**src/tlpf_pkg.sv**
```systemverilog
// Shared constants, control word layout and microprogram of the page fault filler.
package tlpf_pkg;

    localparam int ENTRIES          = 1024;
    localparam int IDX_W            = 10;
    localparam int FRAME_W          = 20;
    localparam int VADDR_W          = 32;
    localparam int ENTRY_W          = 32;
    localparam int STAT_W           = 3;
    localparam int OP_W             = 2;
    localparam int CFG_IDX_W        = 8;
    localparam int CFG_DATA_W       = 20;
    localparam int SHARED_W         = 11;
    localparam int DEF_TABLE_FRAMES = 16;
    localparam int UPC_W            = 5;

    localparam logic [OP_W-1:0] OP_INIT  = 2'd0;
    localparam logic [OP_W-1:0] OP_FAULT = 2'd1;

    localparam logic [STAT_W-1:0] STAT_FILLED    = 3'd0;
    localparam logic [STAT_W-1:0] STAT_NEW_TABLE = 3'd1;
    localparam logic [STAT_W-1:0] STAT_NO_KERNEL = 3'd2;
    localparam logic [STAT_W-1:0] STAT_NO_PROC   = 3'd3;
    localparam logic [STAT_W-1:0] STAT_PROTECT   = 3'd4;
    localparam logic [STAT_W-1:0] STAT_NO_STORE  = 3'd5;
    localparam logic [STAT_W-1:0] STAT_INIT      = 3'd6;
    localparam logic [STAT_W-1:0] STAT_LOOKUP    = 3'd7;

    localparam logic [CFG_IDX_W-1:0] REG_SHARED_PAGES = 8'd0;
    localparam logic [CFG_IDX_W-1:0] REG_TABLE_BASE   = 8'd1;

    localparam logic [SHARED_W-1:0] SHARED_RESET = 11'd1024;
    localparam logic [FRAME_W-1:0]  BASE_RESET   = 20'd512;

    localparam logic [ENTRY_W-1:0] ENT_ABSENT    = 32'h0000_0002;
    localparam logic [11:0]        FLAGS_PRESENT = 12'h003;

    localparam logic [2:0] DIR_NONE     = 3'd0;
    localparam logic [2:0] DIR_READ     = 3'd1;
    localparam logic [2:0] DIR_WR_RST   = 3'd2;
    localparam logic [2:0] DIR_WR_INIT  = 3'd3;
    localparam logic [2:0] DIR_WR_FAULT = 3'd4;

    localparam logic [2:0] TBL_NONE    = 3'd0;
    localparam logic [2:0] TBL_READ    = 3'd1;
    localparam logic [2:0] TBL_WR_CLR  = 3'd2;
    localparam logic [2:0] TBL_WR_INIT = 3'd3;
    localparam logic [2:0] TBL_WR_PAGE = 3'd4;

    localparam logic [3:0] COND_NEVER        = 4'd0;
    localparam logic [3:0] COND_ALWAYS       = 4'd1;
    localparam logic [3:0] COND_NO_START     = 4'd2;
    localparam logic [3:0] COND_CNT_NOT_LAST = 4'd3;
    localparam logic [3:0] COND_OP_INIT      = 4'd4;
    localparam logic [3:0] COND_NOT_FAULT    = 4'd5;
    localparam logic [3:0] COND_PROT         = 4'd6;
    localparam logic [3:0] COND_KF_ZERO      = 4'd7;
    localparam logic [3:0] COND_KF_OUT       = 4'd8;
    localparam logic [3:0] COND_DENT_PRESENT = 4'd9;
    localparam logic [3:0] COND_DSLOT_OUT    = 4'd10;
    localparam logic [3:0] COND_PF_ZERO      = 4'd11;

    localparam logic [UPC_W-1:0] U_RST   = 5'd0;
    localparam logic [UPC_W-1:0] U_IDLE  = 5'd1;
    localparam logic [UPC_W-1:0] U_DISP  = 5'd2;
    localparam logic [UPC_W-1:0] U_FCHK  = 5'd3;
    localparam logic [UPC_W-1:0] U_FPROT = 5'd4;
    localparam logic [UPC_W-1:0] U_FDCAP = 5'd5;
    localparam logic [UPC_W-1:0] U_FBR   = 5'd6;
    localparam logic [UPC_W-1:0] U_NKZ   = 5'd7;
    localparam logic [UPC_W-1:0] U_NKOUT = 5'd8;
    localparam logic [UPC_W-1:0] U_NDIR  = 5'd9;
    localparam logic [UPC_W-1:0] U_NCLR  = 5'd10;
    localparam logic [UPC_W-1:0] U_NPFZ  = 5'd11;
    localparam logic [UPC_W-1:0] U_NPW   = 5'd12;
    localparam logic [UPC_W-1:0] U_PSLOT = 5'd13;
    localparam logic [UPC_W-1:0] U_PPFZ  = 5'd14;
    localparam logic [UPC_W-1:0] U_PPW   = 5'd15;
    localparam logic [UPC_W-1:0] U_IKZ   = 5'd16;
    localparam logic [UPC_W-1:0] U_IKOUT = 5'd17;
    localparam logic [UPC_W-1:0] U_ITAKE = 5'd18;
    localparam logic [UPC_W-1:0] U_ISWP  = 5'd19;
    localparam logic [UPC_W-1:0] U_LRD   = 5'd20;
    localparam logic [UPC_W-1:0] U_LCAP  = 5'd21;
    localparam logic [UPC_W-1:0] U_LTRD  = 5'd22;
    localparam logic [UPC_W-1:0] U_LTCAP = 5'd23;

    typedef struct packed {
        logic [UPC_W-1:0]  target;
        logic [3:0]        cond;
        logic [2:0]        dir_op;
        logic [2:0]        tbl_op;
        logic              cnt_clr;
        logic              cnt_inc;
        logic              stat_set;
        logic [STAT_W-1:0] stat;
        logic              cap_kslot;
        logic              cap_dslot;
        logic              take_k;
        logic              take_p;
        logic              cap_dent;
        logic              cap_tent;
    } ctl_t;

    typedef struct packed {
        logic cnt_last;
        logic op_init;
        logic op_fault;
        logic prot;
        logic kf_zero;
        logic kf_out;
        logic dent_present;
        logic dslot_out;
        logic pf_zero;
    } flg_t;

    function automatic ctl_t ucode(input logic [UPC_W-1:0] upc);
        ctl_t w;
        w = '0;
        case (upc)
            U_RST:
            begin
                w.dir_op  = DIR_WR_RST;
                w.cnt_inc = 1'b1;
                w.cond    = COND_CNT_NOT_LAST;
                w.target  = U_RST;
            end
            U_IDLE:
            begin
                w.cnt_clr = 1'b1;
                w.cond    = COND_NO_START;
                w.target  = U_IDLE;
            end
            U_DISP:
            begin
                w.cond   = COND_OP_INIT;
                w.target = U_IKZ;
            end
            U_FCHK:
            begin
                w.cond   = COND_NOT_FAULT;
                w.target = U_LRD;
            end
            U_FPROT:
            begin
                w.dir_op   = DIR_READ;
                w.stat_set = 1'b1;
                w.stat     = STAT_PROTECT;
                w.cond     = COND_PROT;
                w.target   = U_LRD;
            end
            U_FDCAP:
            begin
                w.cap_dent = 1'b1;
            end
            U_FBR:
            begin
                w.cond   = COND_DENT_PRESENT;
                w.target = U_PSLOT;
            end
            U_NKZ:
            begin
                w.stat_set = 1'b1;
                w.stat     = STAT_NO_KERNEL;
                w.cond     = COND_KF_ZERO;
                w.target   = U_LRD;
            end
            U_NKOUT:
            begin
                w.stat_set = 1'b1;
                w.stat     = STAT_NO_STORE;
                w.cond     = COND_KF_OUT;
                w.target   = U_LRD;
            end
            U_NDIR:
            begin
                w.dir_op    = DIR_WR_FAULT;
                w.cap_kslot = 1'b1;
                w.take_k    = 1'b1;
                w.stat_set  = 1'b1;
                w.stat      = STAT_NO_PROC;
            end
            U_NCLR:
            begin
                w.tbl_op  = TBL_WR_CLR;
                w.cnt_inc = 1'b1;
                w.cond    = COND_CNT_NOT_LAST;
                w.target  = U_NCLR;
            end
            U_NPFZ:
            begin
                w.cond   = COND_PF_ZERO;
                w.target = U_LRD;
            end
            U_NPW:
            begin
                w.tbl_op   = TBL_WR_PAGE;
                w.take_p   = 1'b1;
                w.stat_set = 1'b1;
                w.stat     = STAT_NEW_TABLE;
                w.cond     = COND_ALWAYS;
                w.target   = U_LRD;
            end
            U_PSLOT:
            begin
                w.cap_dslot = 1'b1;
                w.stat_set  = 1'b1;
                w.stat      = STAT_NO_STORE;
                w.cond      = COND_DSLOT_OUT;
                w.target    = U_LRD;
            end
            U_PPFZ:
            begin
                w.stat_set = 1'b1;
                w.stat     = STAT_NO_PROC;
                w.cond     = COND_PF_ZERO;
                w.target   = U_LRD;
            end
            U_PPW:
            begin
                w.tbl_op   = TBL_WR_PAGE;
                w.take_p   = 1'b1;
                w.stat_set = 1'b1;
                w.stat     = STAT_FILLED;
                w.cond     = COND_ALWAYS;
                w.target   = U_LRD;
            end
            U_IKZ:
            begin
                w.stat_set = 1'b1;
                w.stat     = STAT_NO_KERNEL;
                w.cond     = COND_KF_ZERO;
                w.target   = U_LRD;
            end
            U_IKOUT:
            begin
                w.stat_set = 1'b1;
                w.stat     = STAT_NO_STORE;
                w.cond     = COND_KF_OUT;
                w.target   = U_LRD;
            end
            U_ITAKE:
            begin
                w.cap_kslot = 1'b1;
                w.take_k    = 1'b1;
                w.stat_set  = 1'b1;
                w.stat      = STAT_INIT;
            end
            U_ISWP:
            begin
                w.dir_op  = DIR_WR_INIT;
                w.tbl_op  = TBL_WR_INIT;
                w.cnt_inc = 1'b1;
                w.cond    = COND_CNT_NOT_LAST;
                w.target  = U_ISWP;
            end
            U_LRD:
            begin
                w.dir_op = DIR_READ;
            end
            U_LCAP:
            begin
                w.cap_dent = 1'b1;
            end
            U_LTRD:
            begin
                w.tbl_op = TBL_READ;
            end
            U_LTCAP:
            begin
                w.cap_tent = 1'b1;
                w.cond     = COND_ALWAYS;
                w.target   = U_IDLE;
            end
            default:
            begin
                w.cond   = COND_ALWAYS;
                w.target = U_IDLE;
            end
        endcase
        return w;
    endfunction

endpackage

```
**src/tlpf_seq.sv**
```systemverilog
// Microcode sequencer: step counter, control store and conditional jumps.
module tlpf_seq (
    input  logic          clk,
    input  logic          rst_n,
    input  logic          start,
    input  tlpf_pkg::flg_t flg,
    output tlpf_pkg::ctl_t ctl,
    output logic          busy,
    output logic          accept
);
    import tlpf_pkg::*;

    logic [UPC_W-1:0] upc_reg;
    logic [UPC_W-1:0] upc_next;
    logic             jump;

    assign ctl    = ucode(upc_reg);
    assign busy   = (upc_reg != U_IDLE);
    assign accept = start && !busy;

    always_comb
    begin
        case (ctl.cond)
            COND_NEVER:        jump = 1'b0;
            COND_ALWAYS:       jump = 1'b1;
            COND_NO_START:     jump = !start;
            COND_CNT_NOT_LAST: jump = !flg.cnt_last;
            COND_OP_INIT:      jump = flg.op_init;
            COND_NOT_FAULT:    jump = !flg.op_fault;
            COND_PROT:         jump = flg.prot;
            COND_KF_ZERO:      jump = flg.kf_zero;
            COND_KF_OUT:       jump = flg.kf_out;
            COND_DENT_PRESENT: jump = flg.dent_present;
            COND_DSLOT_OUT:    jump = flg.dslot_out;
            COND_PF_ZERO:      jump = flg.pf_zero;
            default:           jump = 1'b0;
        endcase
        upc_next = jump ? ctl.target : upc_reg + 1'b1;
    end

    always_ff @(posedge clk or negedge rst_n)
    begin
        if (!rst_n)
        begin
            upc_reg <= U_RST;
        end
        else
        begin
            upc_reg <= upc_next;
        end
    end

endmodule

```
**config.mk**
```make
export PLATFORM = sky130hd
export DESIGN_NAME = tlpf_seq
export DESIGN_NICKNAME = d
export VERILOG_FILES = /design/src/tlpf_pkg.sv /design/src/tlpf_seq.sv
export SDC_FILE = /design/constraint.sdc
export NUM_CORES = 1
export LEC_CHECK = 0
export BUFFER_PORTS_ARGS = -buffer_cell sky130_fd_sc_hd__buf_2
export CORE_ASPECT_RATIO = 1.75
export CORE_MARGIN = 4
export CORE_UTILIZATION = 45
export DETAILED_ROUTE_END_ITERATION = 8
export PLACE_DENSITY = 0.84
export SLEW_MARGIN = 20
export SYNTH_ARGS = -nofsm -noshare
export SYNTH_HDL_FRONTEND = slang
export SYNTH_SLANG_ARGS = --single-unit
```
**constraint.sdc**
```tcl
create_clock -name clk -period 4.55 [get_ports clk]
set_input_delay 0.91 -clock clk [delete_from_list [all_inputs] [get_ports clk]]
set_output_delay 0.91 -clock clk [all_outputs]
set_load 0.005 [all_outputs]
```
== After elaboration in Yosys (flattened, before gate mapping) ==
Index checks and enable logic that the tools add are counted.

* Register bits after elaboration: 5
* Input bits: 12
* Output and inout port bits: 29
* Logic and storage cells: 67

* Add/sub/neg operators: 1
* Equality and inequality tests: 35
* Multiplexer cells: 13
* Reduce and logical (&&, ||, !) cells: 17

{| class="wikitable"
|+ Operators with widths
! cell !! number
|-
| one-hot mux 9 bit (14 select lines) || 1
|-
| == test 5 x 4 -> 1 bit (second input constant) || 8
|-
| == test 5 bit (second input constant) || 8
|-
| one-hot mux 4 bit (7 select lines) || 1
|-
| one-hot mux 3 bit (4 select lines) || 2
|-
| == test 5 x 3 -> 1 bit (second input constant) || 4
|-
| == test 4 x 3 -> 1 bit (second input constant) || 4
|-
| == test 4 bit (second input constant) || 4
|-
| OR reduction 2 bit || 8
|-
| one-hot mux 1 bit (11 select lines) || 1
|-
| == test 5 x 2 -> 1 bit (second input constant) || 2
|-
| == test 4 x 2 -> 1 bit (second input constant) || 2
|-
| 2-to-1 mux 1 bit || 7
|-
| OR reduction 3 bit || 2
|-
| OR reduction 6 bit || 1
|-
| adder 5 x 1 -> 5 bit (second input constant) || 1
|-
| == test 5 x 1 -> 1 bit (second input constant) || 1
|-
| zero test 5 bit || 1
|-
| 2-to-1 mux 5 bit || 1
|-
| != test 5 x 1 -> 1 bit (second input constant) || 1
|-
| == test 4 x 1 -> 1 bit (second input constant) || 1
|-
| zero test 1 bit || 4
|-
| logical AND 1 bit || 1
|}

== Longest topological paths before layout ==
Gate-level depths: netlist of run 1.

* Depth after elaboration: 6
* Depth in mapped cells: 15
* Depth with buffers taken out: 14

== Worst setup path after synthesis of run 1 ==
OpenSTA, ideal clock, no wires.

* Kind: register to register
* Start: register upc_reg[3]
* End: register upc_reg[2]
* Setup time: 0.125 ns
* Arrival time: 2.687 ns
* Required time: 4.425 ns
* Path slack: 1.738 ns
* Stages on the path, launching flop included: 13
* Period minus slack after synthesis: 2.812 ns
* Cell sequence: dfrtp_1 > buf_2 > inv_1 > clkbuf_1 > nor2_1 > ha_1 > a211oi_4 > nand2_4 > a2111oi_0 > a211o_1 > o22ai_2 > a32oi_4 > mux2_4

* Word-level cells in the longest chain between the ends: 6
* Elaborated cells between the ends (all ways): 42

{| class="wikitable"
|+ RTL lines
! what !! RTL line !! RTL
|-
| start, declared || tlpf_seq.sv:13 || <nowiki>logic [UPC_W-1:0] upc_reg;</nowiki>
|-
| start signal, assigned || tlpf_seq.sv:49 || <nowiki>upc_reg <= upc_next;</nowiki>
|-
| == test 5 bit, or another cell as far along || tlpf_pkg.sv:120 || <nowiki>case (upc)</nowiki>
|-
| OR reduction 6 bit (no line) or OR reduction 2 bit (tied branches) || n/a ||
|-
| one-hot mux 9 bit (14 select lines) * || tlpf_pkg.sv:120 ||
|-
| == test 4 bit, or another cell as far along || tlpf_seq.sv:23 || <nowiki>case (ctl.cond)</nowiki>
|-
| one-hot mux 1 bit (11 select lines) || tlpf_seq.sv:23 ||
|-
| 2-to-1 mux 5 bit * || tlpf_seq.sv:38 || <nowiki>upc_next = jump ? ctl.target : upc_reg + 1'b1;</nowiki>
|-
| named net upc_next[2] || tlpf_seq.sv:14 || <nowiki>logic [UPC_W-1:0] upc_next;</nowiki>
|}

The timed path passes the listed nets; every way through them passes the cells marked *.

==> metrics.md, run 1 <==
| Metric | Value |
|---|---|
| WL/cell | `15.9 microns` |
| PD cells | `1020 nW/um^2` |
| Clock buffer depth | `2` |
| Final period utilization | `73.7%` |
| Synth cell types | `51` |
| Final Hold Vio Count | `0` |
| Die area | `3610 sq um` |
| Worst Setup End Kind | `output port` |
| First-pass GRT wire length | `5.91 mm` |
| N_diodes | `0` |
| Height of the die | `76.5 microns` |
| Req. time, crit path | `3.64 ns` |
| Max reg flops | `5` |
| Worst Path Max Fanout | `24` |
| Hold_buf cts | `0` |
| Fin nets | `216` |
| Row Count | `24` |
| Slew Limit Fails | `0` |
| DRT antenna net count | `0` |
| Yosys warnings | `0` |
| Vias in the first global route | `1276` |
| Main synth FF type | `dfrtp_1` |
| Crit path kind | `reg -> out` |
| PortBufs | `40` |
| HP Class | `in -> async` |
| Clock skew | `0.00314 ns` |
| GRT Util Overall | `21.5%` |
| Status | `complete, no violations` |
| Core region area | `2520 sq um` |
| Worst Tran Pin Value | `0.838 ns` |
| Commonest non-fill, non-tap cell in the layout | `buf_2` |
| Drt total wl | `3.52 mm` |
| Startpoint type of the worst setup path | `flip-flop` |
| Initial antenna violation count | `0` |
| Average cell area after synthesis | `7.41 sq um` |
| CTS tree | `yes` |
| Post-layout min period | `3.36 ns` |
| Pre-CTS setup slack | `1.45 ns` |
| Overall die width | `47.2 microns` |
| Total grt overflow | `0` |
| Final Worst Setup Slack | `1.19 ns` |
| Layout cells sized above 1 | `34.4%` |
| Skew-Pair Late Insertion Delay | `0.22 ns` |
| Peak supply drop | `873 uV` |
| Worst r2r dst | `upc_reg[2]` |
| H-Tree Depth | `1` |
| Vias | `1354` |
| Sequential share of the synthesized area | `10.4%` |
| Mapped cell area | `1210 sq um` |
| Initial Utilization | `47.9%` |
| Drt drc | `0` |
| Post-synth EDFFs | `0` |
| Vias per cell | `6.13` |
| Pwr Total | `1.45 mW` |
| Post_cts resized | `0` |
| Commonest non-fill, non-tap cells in the layout | `buf_2, nor2_1, nand2_1, a21oi_1, inv_1` |
| Setup TNS | `0 ns` |
| Fmax | `298 MHz` |
| R2R depth | `8` |
| Crit path from | `upc_reg[2]` |
| Clk pin slew, worst setup/hold paths | `0.04 ns` |
| Crit path DAT | `2.45 ns` |
| RSZ-0062 raised after global routing | `false` |
| Area delta synth->final | `17.8%` |
| Finish-stage setup viols | `0` |
| RePlAce Congestion | `0.962` |
| DRT Pass-1 Iters | `4` |
| Critical register-to-register path startpoint | `upc_reg[2]` |
| Yosys reg bits | `5` |
| HPWL Detailed | `2.72 mm` |
| Post-Synthesis Net Count | `183` |
| Sink Count | `5` |
| Static leakage | `0.747 nW` |
| Postcts setup bufs | `0` |
| # Max-Cap Violations | `0` |
| Cells after Synth | `163` |
| Ys async rst share | `100%` |
| Reg2reg setup slack | `1.41 ns` |
| Largest net degree at the start of global routing | `25` |
| DRT iter0 DRCs | `54` |
| Root Buffer | `clkbuf_8` |
| Ports | `41` |
| Slew headroom | `44.1%` |
| Total CTS buffers | `3` |
-- worst max-delay path: stages, from the launching register on --
cell and delay [ns]:
dfrtp_1 0.88, buf_4 0.30, inv_2 0.10, a21oi_1 0.22
o221a_4 0.26, and3_1 0.18, o21bai_1 0.13, buf_2 0.14
-- synthesized netlist by cell type, types with 2 or more instances --
library cell,instances,area share (%)
clkbuf_1,5,1.6
inv_2,2,0.62
or2_2,2,1.0
xor2_1,2,1.5
nor2b_1,3,1.6
buf_4,3,1.9
dfrtp_1,5,10
nor3b_1,2,1.2
inv_1,12,3.7
and3_1,4,2.1
a21o_1,3,1.9
a21oi_1,14,5.8
nor3_1,2,0.83
a31oi_1,3,1.6
nand2b_1,3,1.6
o21ai_0,10,4.1
mux2_4,7,8.7
buf_2,5,2.1
nor2_1,16,5.0
nand3_1,6,2.5
a2111oi_0,2,1.5
ha_1,8,8.3
nand2_1,15,4.7
a2111o_1,2,1.9
-- cell families after synthesis --
group,Yosys count,share of synthesized area (%)
fa+ha+maj,8,8.29
flops,5,10.4
buf+inv,28,10.8
simple gates,59,24.7
compound gates,52,34.2
mux,8,9.53
xor+xnor,3,2.18
-- power by group --
part	switching [mW]	leakage, nW	total (mW)	internal (mW)
combinational	0.648	0.662	1.23	0.587
sequential	0.0650	0.0625	0.134	0.0686
clock	0.0225	0.0228	0.0827	0.0602
-- worst max path at each step --
stage / to / slack (ns) / depth (start not counted)
floorplan: upc_reg[2] / 1.74 / 12
global placement: upc_reg[4] / 1.50 / 8
detailed placement: upc_reg[2] / 1.45 / 8
CTS: ctl[22] / 1.23 / 7
global route: ctl[22] / 1.04 / 7
finish: ctl[22] / 1.19 / 7
-- layout make-up --
class,instances,area [sq um]
clock buffers,4,45.0
fillers,262,1100
inverters,14,52.6
multi-input cells,130,952
flip-flops and latches,5,125
well taps,26,32.5
repair buffers,42,215
-- through the flow --
stage	cells	instance area, sq um	util, %	hold slack [ns]
after global routing	221	1420	56.4	0.502
final	221	1420	56.4	0.496
after detailed placement	217	1380	54.6	0.691
after CTS	221	1420	56.4	0.496
after global placement	217	1380	54.6	0.683
after floorplan	163	1210	-	0.614
-- per-layer routing --
layer	vias to the layer above	global-route usage, %	wire length, microns
li1	639	-	-
met1	608	25.5	1290
met2	87	33.2	1740
met3	20	3.07	257
met4	0	15.0	231
met5	-	0	0
Note: power is estimated with default switching activity, not from simulation.
==> inputs of run 2 (changes only) <==
PLACE_DENSITY = 0.87   (was 0.84)
clock period = 2.9 ns   (was 4.55 ns; I/O delays follow)
==> metrics.md, run 2 (same netlist as run 1, synthesis figures left out) <==
| Metric | Value |
|---|---|
| Req. time, crit path | `2.32 ns (was 3.64 ns)` |
| PortBufs | `40 (unchanged)` |
| Final period utilization | `97.3%` |
| M3 GR Usage | `4.49% (was 3.07%)` |
| Clock buffer depth | `2 (unchanged)` |
| Max reg flops | `5 (unchanged)` |
| DRT iter0 DRCs | `46 (was 54)` |
| Slowest-stage cell, CP | `dfrtp_2 (was dfrtp_1)` |
| Drt total wl | `4.08 mm (was 3.52 mm)` |
| Total CTS buffers | `3 (unchanged)` |
| Fmax | `354 MHz` |
| Net Sw Power | `1.29 mW (was 0.735 mW)` |
| Sw frac | `49.9% (was 50.7%)` |
| Initial antenna violation count | `0 (unchanged)` |
| CP delay by family, top | `compound AO/OA/AOI/OAI gates (was flip-flops)` |
| Grt peak-use layer | `met2 (unchanged)` |
| Die area | `3610 sq um (unchanged)` |
| Vias per cell | `6.25 (was 6.13)` |
| Drt drc | `0 (unchanged)` |
| Vias | `1462 (was 1354)` |
| Worst Path Max Fanout | `12 (was 24)` |
| CTS tree | `yes (unchanged)` |
| H-Tree Depth | `1 (unchanged)` |
| Internal power | `1.30 mW (was 0.716 mW)` |
| Layout cells sized above 1 | `44.2% (was 34.4%)` |
| RSZ-0062 raised after global routing | `false (unchanged)` |
| Pwr Total | `2.59 mW (was 1.45 mW)` |
| N_diodes | `0 (unchanged)` |
| Worst path max stage delay | `0.44 ns (was 0.88 ns)` |
| Core region area | `2520 sq um (unchanged)` |
| Routing usage on met1 | `24.0% (was 25.5%)` |
| Worst Tran Pin Value | `0.362 ns (was 0.838 ns)` |
| Status | `complete, no violations (unchanged)` |
| Final Hold Vio Count | `0 (unchanged)` |
| Filler cells | `216 (was 262)` |
| Peak supply drop | `1190 uV (was 873 uV)` |
| Combinational share of power | `88.2% (was 85.1%)` |
| Overall die width | `47.2 microns (unchanged)` |
| Met2 usage | `39.4% (was 33.2%)` |
| Vias in the first global route | `1418 (was 1276)` |
| DRT antenna net count | `0 (unchanged)` |
| Hold_buf cts | `0 (unchanged)` |
| Placed Cells | `229 (was 217)` |
| Static leakage | `0.815 nW (was 0.747 nW)` |
| Crit path DAT | `2.24 ns (was 2.45 ns)` |
| Initial Utilization | `47.9% (unchanged)` |
| Clock skew | `0.00296 ns (was 0.00314 ns)` |
| GRT Util Overall | `22.8% (was 21.5%)` |
| Sink Count | `5 (unchanged)` |
| PD cells | `1610 nW/um^2 (was 1020 nW/um^2)` |
| Slew headroom | `75.9% (was 44.1%)` |
| HPWL Detailed | `3.02 mm (was 2.72 mm)` |
| DRT Pass-1 Iters | `5 (was 4)` |
| Final Worst Setup Slack | `0.0779 ns (was 1.19 ns)` |
| Skew-Pair Late Insertion Delay | `0.22 ns (about the same)` |
| Post-DP Area | `1470 sq um (was 1380 sq um)` |
| Ports | `41 (unchanged)` |
| Post-layout min period | `2.82 ns` |
| Crit path kind | `reg -> out (unchanged)` |
| R2R depth | `10 (was 8)` |
| Finish-stage setup viols | `0 (unchanged)` |
| Stages on worst setup path | `8 (was 7)` |
| Pre-CTS setup slack | `-0.0662 ns (was 1.45 ns)` |
| First-pass GRT wire length | `6.40 mm (was 5.91 mm)` |
| # Max-Cap Violations | `0 (unchanged)` |
| Row Count | `24 (unchanged)` |
| Clk pin slew, worst setup/hold paths | `0.04 ns (about the same)` |
| Largest net degree at the start of global routing | `16 (was 25)` |
| Sequential Power Share | `6.7% (was 9.2%)` |
| RePlAce Congestion | `0.888 (was 0.962)` |
| Height of the die | `76.5 microns (unchanged)` |
| Root Buffer | `clkbuf_8 (unchanged)` |
| Slew Limit Fails | `0 (unchanged)` |
| Worst Setup End Kind | `output port (unchanged)` |
| Startpoint type of the worst setup path | `flip-flop (unchanged)` |
| Clk pwr share | `5.1% (was 5.7%)` |
| Final Instance Area | `1610 sq um (was 1420 sq um)` |
| Fin nets | `229 (was 216)` |
| Commonest non-fill, non-tap cell in the layout | `buf_2 (unchanged)` |
| HP Class | `in -> async (unchanged)` |
| WL/cell | `17.4 microns (was 15.9 microns)` |
| Cell Chain, Critical Path | `inv_2, ha_4, mux2_4, a211oi_4, buf_6, and3_1, o21bai_1, buf_2 (was buf_4, inv_2, a21oi_1, o221a_4, and3_1, o21bai_1, buf_2)` |
| Commonest non-fill, non-tap cells in the layout | `buf_2, nor2_1, nand2_1, a21oi_1, buf_4 (was buf_2, nor2_1, nand2_1, a21oi_1, inv_1)` |
| WHS | `0.162 ns (was 0.496 ns)` |
| WP buf/inv | `3 (unchanged)` |
| Total grt overflow | `0 (unchanged)` |
| Fin cells | `234 (was 221)` |
| Area delta synth->final | `33.4% (was 17.8%)` |
## run 2: cell types whose count changed in the layout (fill, tap and decap cells not counted), moves of 2 or more
cell,before,now
a2111oi_2,0,2
buf_4,2,14
ha_4,0,4
dfrtp_2,0,2
dfrtp_1,5,3
ha_1,8,3
a2111oi_0,2,0
## run 2: power by group through the flow
| stage | Sequential, mW | Clock (mW) | Combinational, mW |
|---|---|---|---|
| 6_report | 0.174 | 0.131 | 2.29 |
| 5_1_grt | 0.177 | 0.137 | 2.44 |
| 4_1_cts | 0.154 | 0.130 | 2.14 |
| 3_5_place_dp | 0.154 | 0 | 2.10 |
| 3_3_place_gp | 0.150 | 0 | 2.06 |
| 2_1_floorplan | 0.136 | 0 | 1.54 |
## run 2: worst reg2reg max path, stage by stage, from the launching register on
cell and delay (ns):
dfrtp_2 0.44, inv_2 0.11, ha_4 0.22, mux2_4 0.29
a211oi_4 0.31, nand2_4 0.12, a21o_1 0.20, o21ai_1 0.20
o22ai_2 0.12, a32oi_4 0.32, mux2_4 0.34
## run 2: worst paths after layout
path	start	slack (ns)	to
worst min-delay path	rst_n	0.16	upc_reg[3]
max in group asynchronous	rst_n	2.59	upc_reg[0]
min in group clk	upc_reg[0]	0.81	upc_reg[0]
worst max-delay path	upc_reg[0]	0.08	ctl[22]
worst min register to register	upc_reg[0]	0.81	upc_reg[0]
worst max register to register	upc_reg[0]	0.11	upc_reg[0]
## run 2: area by class of cell
type	count	area [sq um]	share of cell area, %
timing repair buffer	55	317	19.7
clock buffer	4	45.0	2.80
tap	26	32.5	2.02
multi-input combinational	130	1040	64.3
inverter	14	52.6	3.26
sequential	5	128	7.93
## run 2: metal layers
metal / share of wire (%) / up-vias
met5: 0 / -
met4: 3.4 / 0
met3: 7.9 / 16
met2: 54 / 84
met1: 35 / 688
li1: - / 674
## run 2: timing repair
item,in CTS,in global routing
pin swaps,2,2
buffers inserted,0,1
endpoints found under the hold margin,0,0
gates resized for setup,5,15
endpoints found under the setup margin,6,6
## run 2: through the flow
| step | setup TNS (ns) | util, % |
|---|---|---|
| detailed placement | -0.289 | 58.2 |
| floorplan | 0 | - |
| CTS | 0 | 60.4 |
| global route | 0 | 63.8 |
| finish | 0 | 63.8 |
| global placement | 0 | 58.2 |
==> inputs of run 3 (changes only) <==
CTS_CLUSTER_SIZE = 28   (was unset)
clock period = 2.4 ns   (was 2.9 ns; I/O delays follow)
==> metrics.md, run 3 (same netlist as run 1, synthesis figures left out) <==
| Metric | Value |
|---|---|
| Worst Setup End Kind | `flip-flop (was output port)` |
| Final Hold Vio Count | `0 (unchanged)` |
| # Max-Cap Violations | `0 (unchanged)` |
| First-pass GRT wire length | `9.05 mm (was 6.40 mm)` |
| Crit path DAT | `3.00 ns (was 2.24 ns)` |
| H-Tree Depth | `1 (unchanged)` |
| Row Count | `24 (unchanged)` |
| Placed Cells | `268 (was 229)` |
| Worst r2r dst | `upc_reg[0] (unchanged)` |
| GRT Util Overall | `34.1% (was 22.8%)` |
| Vias per cell | `7.07 (was 6.25)` |
| CP most frequent cell | `buf_4` |
| Root Buffer | `clkbuf_8 (unchanged)` |
| Commonest non-fill, non-tap cells in the layout | `buf_4, buf_2, nand2_1, nor2_1, a21oi_1 (was buf_2, nor2_1, nand2_1, a21oi_1, buf_4)` |
| Clk pin slew, worst setup/hold paths | `0.04 ns (about the same)` |
| Critical register-to-register path startpoint | `upc_reg[0] (unchanged)` |
| Fin cells | `287 (was 234)` |
| Height of the die | `76.5 microns (unchanged)` |
| Failing checks | `setup timing` |
| Core region area | `2520 sq um (unchanged)` |
| HP Class | `in -> async (unchanged)` |
| WP buf/inv | `4 (was 3)` |
| Finish-stage setup viols | `15 (was 0)` |
| Status | `finished, violations left (was complete, no violations)` |
| HPWL Detailed | `3.81 mm (was 3.02 mm)` |
| PortBufs | `40 (unchanged)` |
| Layout cells sized above 1 | `65.9% (was 44.2%)` |
| Ports | `41 (unchanged)` |
| Req. time, crit path | `2.49 ns (was 2.32 ns)` |
| Reg2reg setup slack | `-0.51 ns (was 0.11 ns)` |
| Post-layout min period | `2.91 ns` |
| Max reg flops | `5 (unchanged)` |
| Fmax | `344 MHz` |
| N_diodes | `0 (unchanged)` |
| Cell Chain, Critical Path | `inv_2, ha_4, buf_4, nand2_1, o21ai_2, nor3_4, buf_4, buf_4, ha_1, o21ai_2, o22ai_2, a32oi_4, mux2_4 (was inv_2, ha_4, mux2_4, a211oi_4, buf_6, and3_1, o21bai_1, buf_2)` |
| Worst Tran Pin Value | `0.384 ns (was 0.362 ns)` |
| Metal3 WL | `978 microns (was 322 microns)` |
| Final Worst Setup Slack | `-0.508 ns (was 0.0779 ns)` |
| CTS tree | `yes (unchanged)` |
| Skew-Pair Late Insertion Delay | `0.22 ns (about the same)` |
| Clock buffer depth | `2 (unchanged)` |
| Pre-CTS setup slack | `-0.598 ns (was -0.0662 ns)` |
| Commonest non-fill, non-tap cell in the layout | `buf_4 (was buf_2)` |
| Fin nets | `282 (was 229)` |
| DRT iter0 DRCs | `243 (was 46)` |
| Top Layer Used | `met4 (unchanged)` |
| Clock skew | `0.00169 ns (was 0.00296 ns)` |
| Worst path max stage delay | `0.40 ns (was 0.44 ns)` |
| Total grt overflow | `0 (unchanged)` |
| Slew headroom | `74.4% (was 75.9%)` |
| Overall die width | `47.2 microns (unchanged)` |
| DRT antenna net count | `0 (unchanged)` |
| Vias | `2028 (was 1462)` |
| Initial antenna violation count | `0 (unchanged)` |
| CP delay by family, top | `compound AO/OA/AOI/OAI gates (unchanged)` |
| WL/cell | `26.6 microns (was 17.4 microns)` |
| Total CTS buffers | `3 (unchanged)` |
| Met1 WL | `2.40 mm (was 1.43 mm)` |
| Area delta synth->final | `82.8% (was 33.4%)` |
| Vias in the first global route | `1812 (was 1418)` |
| Post-layout util | `87.5% (was 63.8%)` |
| Slew Limit Fails | `0 (unchanged)` |
| RSZ-0062 raised after global routing | `true (was false)` |
| Die area | `3610 sq um (unchanged)` |
| Crit path kind | `reg -> reg (was reg -> out)` |
| Startpoint type of the worst setup path | `flip-flop (unchanged)` |
| R2R depth | `13 (was 10)` |
| WL met2 | `3.53 mm (was 2.19 mm)` |
| Initial Utilization | `47.9% (unchanged)` |
| RePlAce Congestion | `0.926 (was 0.888)` |
| Sink Count | `5 (unchanged)` |
| Worst Path Max Fanout | `10 (was 12)` |
| Slowest-stage cell, CP | `dfrtp_1 (was dfrtp_2)` |
| Setup TNS | `-4.26 ns (was 0 ns)` |
| DRT Pass-1 Iters | `8 (was 5)` |
| Final period utilization | `121%` |
| Drt total wl | `7.62 mm (was 4.08 mm)` |
| Drt drc | `0 (unchanged)` |
| Hold_buf cts | `0 (unchanged)` |
| Largest net degree at the start of global routing | `12 (was 16)` |
[run 3: worst max path at each step]
stage / cells after the start / slack [ns] / startpoint / end
finish: 13 / -0.51 / upc_reg[0] / upc_reg[0]
global route: 11 / -0.55 / upc_reg[0] / upc_reg[1]
CTS: 10 / -0.35 / upc_reg[0] / upc_reg[4]
detailed placement: 12 / -0.60 / upc_reg[1] / upc_reg[4]
global placement: 12 / -0.42 / upc_reg[1] / upc_reg[1]
floorplan: 12 / -0.27 / upc_reg[1] / upc_reg[2]
[run 3: repair_timing]
item,in CTS,in global routing
gates cloned,0,0
buffers inserted,9,6
gates resized for setup,30,33
pin swaps,16,13
endpoints found under the setup margin,13,14
[run 3: layer usage]
layer,up-vias,global-route usage (%)
met4,0,15.0
li1,772,-
met5,-,0
met1,926,40.2
met2,246,57.2
met3,84,4.73
[run 3: layout make-up]
class / instances / area [sq um]
well taps: 26 / 32.5
repair buffers: 108 / 744
inverters: 14 / 60.1
clock buffers: 4 / 45.0
fillers: 111 / 315
multi-input cells: 130 / 1200
flip-flops and latches: 5 / 129
[run 3: worst reg2reg max path: stages (launching register included)]
cell	delay (ns)
dfrtp_1	0.40
inv_2	0.13
ha_4	0.23
buf_4	0.14
nand2_1	0.14
o21ai_2	0.28
nor3_4	0.09
buf_4	0.15
buf_4	0.13
ha_1	0.19
o21ai_2	0.08
o22ai_2	0.11
a32oi_4	0.37
mux2_4	0.35
[run 3: through the flow]
step	cell area, sq um	hold slack (ns)
finish	2210	0.0713
global route	2210	0.0719
CTS	2050	0.0687
detailed placement	1800	0.296
global placement	1800	0.296
floorplan	1240	0.184
Power of run 3 is not shown: default switching activity piles up to over one toggle a cycle in this logic, so the estimate is an artifact.
